`src/salc_pkg.sv`:
```
// Shared types and codes for the set-associative write-back cache.
package salc_pkg;

  localparam int FUNC_W   = 2;
  localparam int ADDR_W   = 16;
  localparam int DATA_W   = 32;
  localparam int ACTION_W = 3;
  localparam int AGE_W    = 16;

  localparam logic [FUNC_W-1:0] FUNC_READ    = 2'd0;
  localparam logic [FUNC_W-1:0] FUNC_WRITE   = 2'd1;
  localparam logic [FUNC_W-1:0] FUNC_FLUSH   = 2'd2;
  localparam logic [FUNC_W-1:0] FUNC_PRELOAD = 2'd3;

  localparam logic [ACTION_W-1:0] ACT_TO_CPU    = 3'd0;
  localparam logic [ACTION_W-1:0] ACT_FROM_CPU  = 3'd1;
  localparam logic [ACTION_W-1:0] ACT_FILL      = 3'd2;
  localparam logic [ACTION_W-1:0] ACT_WRITEBACK = 3'd3;
  localparam logic [ACTION_W-1:0] ACT_DISCARD   = 3'd4;
  localparam logic [ACTION_W-1:0] ACT_FLUSH     = 3'd5;
  localparam logic [ACTION_W-1:0] ACT_PRELOAD   = 3'd6;

  localparam logic [1:0] CFG_BLOCK = 2'd0;
  localparam logic [1:0] CFG_SETS  = 2'd1;
  localparam logic [1:0] CFG_WAYS  = 2'd2;

  // Request passed from the front end to the back end.
  typedef struct packed {
    logic [FUNC_W-1:0] func;
    logic [ADDR_W-1:0] address;
    logic [DATA_W-1:0] write_data;
  } req_t;

  // Result item.
  typedef struct packed {
    logic [ACTION_W-1:0] action;
    logic [ADDR_W-1:0]   block_address;
    logic [DATA_W-1:0]   read_data;
    logic                last;
  } res_t;

endpackage

```
`src/salc_front.sv`:
```
// Input stage and request queue between the stream input and the cache engine.
module salc_front #(
  parameter int DEPTH_LOG2 = 1
) (
  input  logic           clk,
  input  logic           rst,
  input  logic           in_valid,
  output logic           in_ready,
  input  salc_pkg::req_t in_req,
  output logic           q_valid,
  input  logic           q_ready,
  output salc_pkg::req_t q_req
);
  import salc_pkg::*;

  localparam int DEPTH = 1 << DEPTH_LOG2;

  req_t                  fifo [DEPTH];
  logic [DEPTH_LOG2-1:0] wr_ptr;
  logic [DEPTH_LOG2-1:0] rd_ptr;
  logic [DEPTH_LOG2:0]   count;
  logic                  push;
  logic                  pop;

  assign in_ready = (count != DEPTH[DEPTH_LOG2:0]);
  assign q_valid  = (count != '0);
  assign q_req    = fifo[rd_ptr];
  assign push     = in_valid && in_ready;
  assign pop      = q_valid && q_ready;

  // Store accepted items.
  always_ff @(posedge clk) begin
    if (push) begin
      fifo[wr_ptr] <= in_req;
    end
  end

  // Advance pointers and occupancy.
  always_ff @(posedge clk) begin
    if (rst) begin
      wr_ptr <= '0;
      rd_ptr <= '0;
      count  <= '0;
    end else begin
      if (push) wr_ptr <= wr_ptr + 1'b1;
      if (pop) rd_ptr <= rd_ptr + 1'b1;
      if (push && !pop) count <= count + 1'b1;
      else if (pop && !push) count <= count - 1'b1;
    end
  end

endmodule

```
`config.mk`:
```
export PLATFORM = sky130hd
export DESIGN_NAME = salc_front
export DESIGN_NICKNAME = d
export VERILOG_FILES = /design/src/salc_pkg.sv /design/src/salc_front.sv
export SDC_FILE = /design/constraint.sdc
export NUM_CORES = 1
export LEC_CHECK = 0
export BUFFER_PORTS_ARGS = -buffer_cell sky130_fd_sc_hd__buf_2
export CAP_MARGIN = 15
export CORE_MARGIN = 3
export CORE_UTILIZATION = 24
export CTS_CLUSTER_SIZE = 30
export DETAILED_ROUTE_END_ITERATION = 8
export PLACE_DENSITY = 0.46
export SYNTH_ARGS = -nofsm -noshare
export SYNTH_HDL_FRONTEND = slang
export SYNTH_SLANG_ARGS = --single-unit
```
`constraint.sdc`:
```
create_clock -name clk -period 3.75 [get_ports clk]
set_input_delay 0.1875 -clock clk [delete_from_list [all_inputs] [get_ports clk]]
set_output_delay 0.1875 -clock clk [all_outputs]
set_load 0.01 [all_outputs]
```
==> reports/results.md <==
| Metric | Reported |
|---|---|
| Buffers from clock root to sink, at most | 2 |
| Area of the die | 17500 sq um |
| Unique cell type count in the Yosys netlist | 19 |
| Clock period minus final worst setup slack | 2270 ps |
| Netlist area before placement | 3820 sq um |
| Worst Tran Pin Value | 768 ps |
| FF-to-FF setup slack | 1680 ps |
| Net count of the finished layout | 348 |
| Required time of the critical path | 3560 ps |
| Sequential fraction of the synthesis area | 81.3% |
| Hold Crit Endpoint | fifo[0][44]$_DFFE_PP_ |
| Crit path kind | reg2out |
| Fin. max-slew vios | 0 |
| Yosys warnings | 0 |
| Critical-path top delay cell | dfxtp_2 |
| Total overflow reported by the global router | 0 |
| Post-Synthesis Cells | 180 |
| Wire length of the first global-routing pass | 11200 microns |
| Detail Route Antenna Nets | 0 |
| Buffers inserted by post-CTS timing repair | 0 |
| Buffers and inverters on the worst path | 2 |
| Hold Slack | 27.5 ps |
| Clock-pin slew reported for the worst setup and hold paths after clock tree synthesis | 70 ps |
| Critical path launch point type | flop |
| Root Buffer Master | clkbuf_16 |
| Commonest non-fill, non-tap cell in the layout | buf_2 |
| End of the worst register-to-register path | fifo[1][36]$_DFFE_PP_ |
| Diodes inserted | 0 |
| Startpoint of the most critical register-to-register path | count[0]$_SDFFE_PP0P_ |
| Wire per inst | 14.0 microns |
| Max capacitance violation total | 0 |
| Maximum level of the CTS H-tree | 3 |
| Reported leakage power | 1.80 nW |
| Area growth from synthesis to final layout | 28.7% |
| Share of final-layout standard cells stronger than drive strength 1 | 58.1% |
| Drt first pass iters | 2 |
| Kind of cell with the highest combined delay on the critical path | flip-flops |
| Average instance area after synthesis | 21.2 sq um |
| Maximum net fanout on the critical path | 26 |
| Die H | 132 microns |
| CTS tree | yes |
| Routed Wire Length | 7110 microns |
| Cell-by-cell trace of the critical path | buf_4, mux2_2, buf_2 |
| Worst VDD drop | 326 uV |
| Vias in the first global route | 2123 |
| Placer's final routability congestion estimate | 0.676 |
| Top-level port count | 106 |
| Overall die width | 132 microns |
| Design area | 4910 sq um |
| Delay contributed by the slowest stage of the critical path | 720 ps |
| Vias per cell | 3.84 |
| Total routing usage reported by global routing | 8.56% |
| Drt first-iter violations | 100 |
| Total of endpoints with negative setup slack in the final report | 0 |
| Via total after detailed routing | 1957 |
| Number of remaining DRC errors | 0 |
| Inserted Clock Buffers | 9 |
| Ratio of total power to cell area | 658 nW/um^2 |
| Critical Path End Type | output pin |
| Setup TNS | 0 ps |
| Clock latency on the worst-skew pair | 340 ps |
| Placed standard-cell area | 4600 sq um |
| Rel. slew slack | 48.7% |
| Sinks on the clock net | 105 |
| Arrival time at the worst endpoint | 2080 ps |
| Count of endpoints failing hold in the final timing report | 0 |
| Max Fclk | 0.441 GHz |
| HP Class | in2reg |
| Commonest cells after routing, fill and taps aside | 105 x buf_2, 100 x edfxtp_1, 46 x mux2_2 |
| Share of the cycle needed by the critical path after routing | 60.4% |
| Core region area | 15400 sq um |
| Starting density of the core | 24.8% |
| Number of port buffers | 105 |
| Synthesized net count | 235 |
| Placed Instances | 493 |
| Layout Cells excl Fill | 509 |
| Antenna violations before repair | 0 |
| Post-CTS Hold Fix Bufs | 0 |
| Maximum number of pins on one net before global-route repair | 35 |
| Worst Skew | 6.93 ps |
| Total number of placement rows | 45 |
| Detailed placer's ending HPWL | 4710 microns |
| Gates resized, CTS repair | 0 |
| Total power of the final layout | 3.23 mW |
| Launch instance of the worst min-delay path | in_req[44] |
| Result of the run | complete, no violations |
| Setup repair after global routing missed its margin | false |
| Worst r2r path cells | 3 |
| Hold path cells | 1 |
| Flip-flop and latch count after synthesis | 105 |
-- layer usage --
metal	routed length (microns)	global-route usage (%)	vias to the layer above
met4	177	5.60	0
met1	3120	9.90	956
met2	3340	13.2	61
met3	472	3.32	12
li1	-	-	928
met5	0	0	-
-- state kept, by name (all words and copies together), names as in the netlist, named ones only --
register and flops:
fifo 100, count 2, rd_ptr 1, wr_ptr 1
-- report_power, final --
part | switching (mW) | internal, mW | leakage (nW)
clock network | 0.389 | 0.577 | 0.150
registers | 0.0731 | 1.47 | 0.975
logic | 0.376 | 0.352 | 0.670
total | 0.838 | 2.40 | 1.80
-- worst max-delay path by stage --
stage,from,endpoint,slack [ps],cells after the start
after detailed placement,count[0]$_SDFFE_PP0P_,fifo[1][37]$_DFFE_PP_,1640,3
after CTS,flop,q_req[38],1380,3
after floorplan,count[0]$_SDFFE_PP0P_,fifo[1][0]$_DFFE_PP_,1460,2
final,flop,q_req[38],1480,3
after global placement,count[0]$_SDFFE_PP0P_,fifo[0][14]$_DFFE_PP_,1680,4
after global routing,flop,q_req[35],1300,3
-- synthesized netlist by cell type --
library cell  instances  area share (%)
edfxtp_1            100              79
mux2_2               46              14
buf_2                 5            0.66
dfxtp_1               5             2.6
mux2_1                4             1.2
nor2_1                3            0.29
xor2_1                3            0.69
a21oi_1               2            0.26
o21ai_0               2            0.26
a21bo_2               1            0.26
and2_1                1            0.16
and3_1                1            0.16
clkbuf_1              1           0.098
ha_1                  1            0.33
inv_1                 1           0.098
nand2b_1              1            0.16
nand3b_1              1            0.20
or2_2                 1            0.16
or3_1                 1            0.16
-- cell type report --
type,instances,area (sq um)
fill,1565,10500
sequential,105,3100
multi-input combinational,68,683
timing repair buffer,108,548
tap,211,264
clock buffer,9,225
clock inverter,7,85.1
inverter,1,3.75
-- worst reg2reg max path: cells and delay by family, from the launching register on --
| kind | cells | cell delay, ps |
|---|---|---|
| buffers and inverters | 1 | 450 |
| DFF | 1 | 400 |
| and+or+nand+nor | 2 | 850 |
-- metrics by stage --
step / setup slack, ps / utilization (%)
after floorplan: 1460 / -
after CTS: 1380 / 32.0
after global routing: 1300 / 32.0
final: 1480 / 32.0
after global placement: 1680 / 29.9
after detailed placement: 1640 / 29.9
-- cell families (layout without fill, tap and decap cells) --
logic type	after synthesis	after routing	share of synthesized area, %
flip-flops	105	105	81.3
adder cells (fa/ha/maj)	1	1	0.328
AO/OA/AOI/OAI	5	5	0.787
XOR/XNOR	3	3	0.688
buffers and inverters	7	125	0.852
AND/OR/NAND/NOR	9	9	1.31
multiplexers	50	50	14.7
Note: power is estimated with default switching activity, not from simulation.
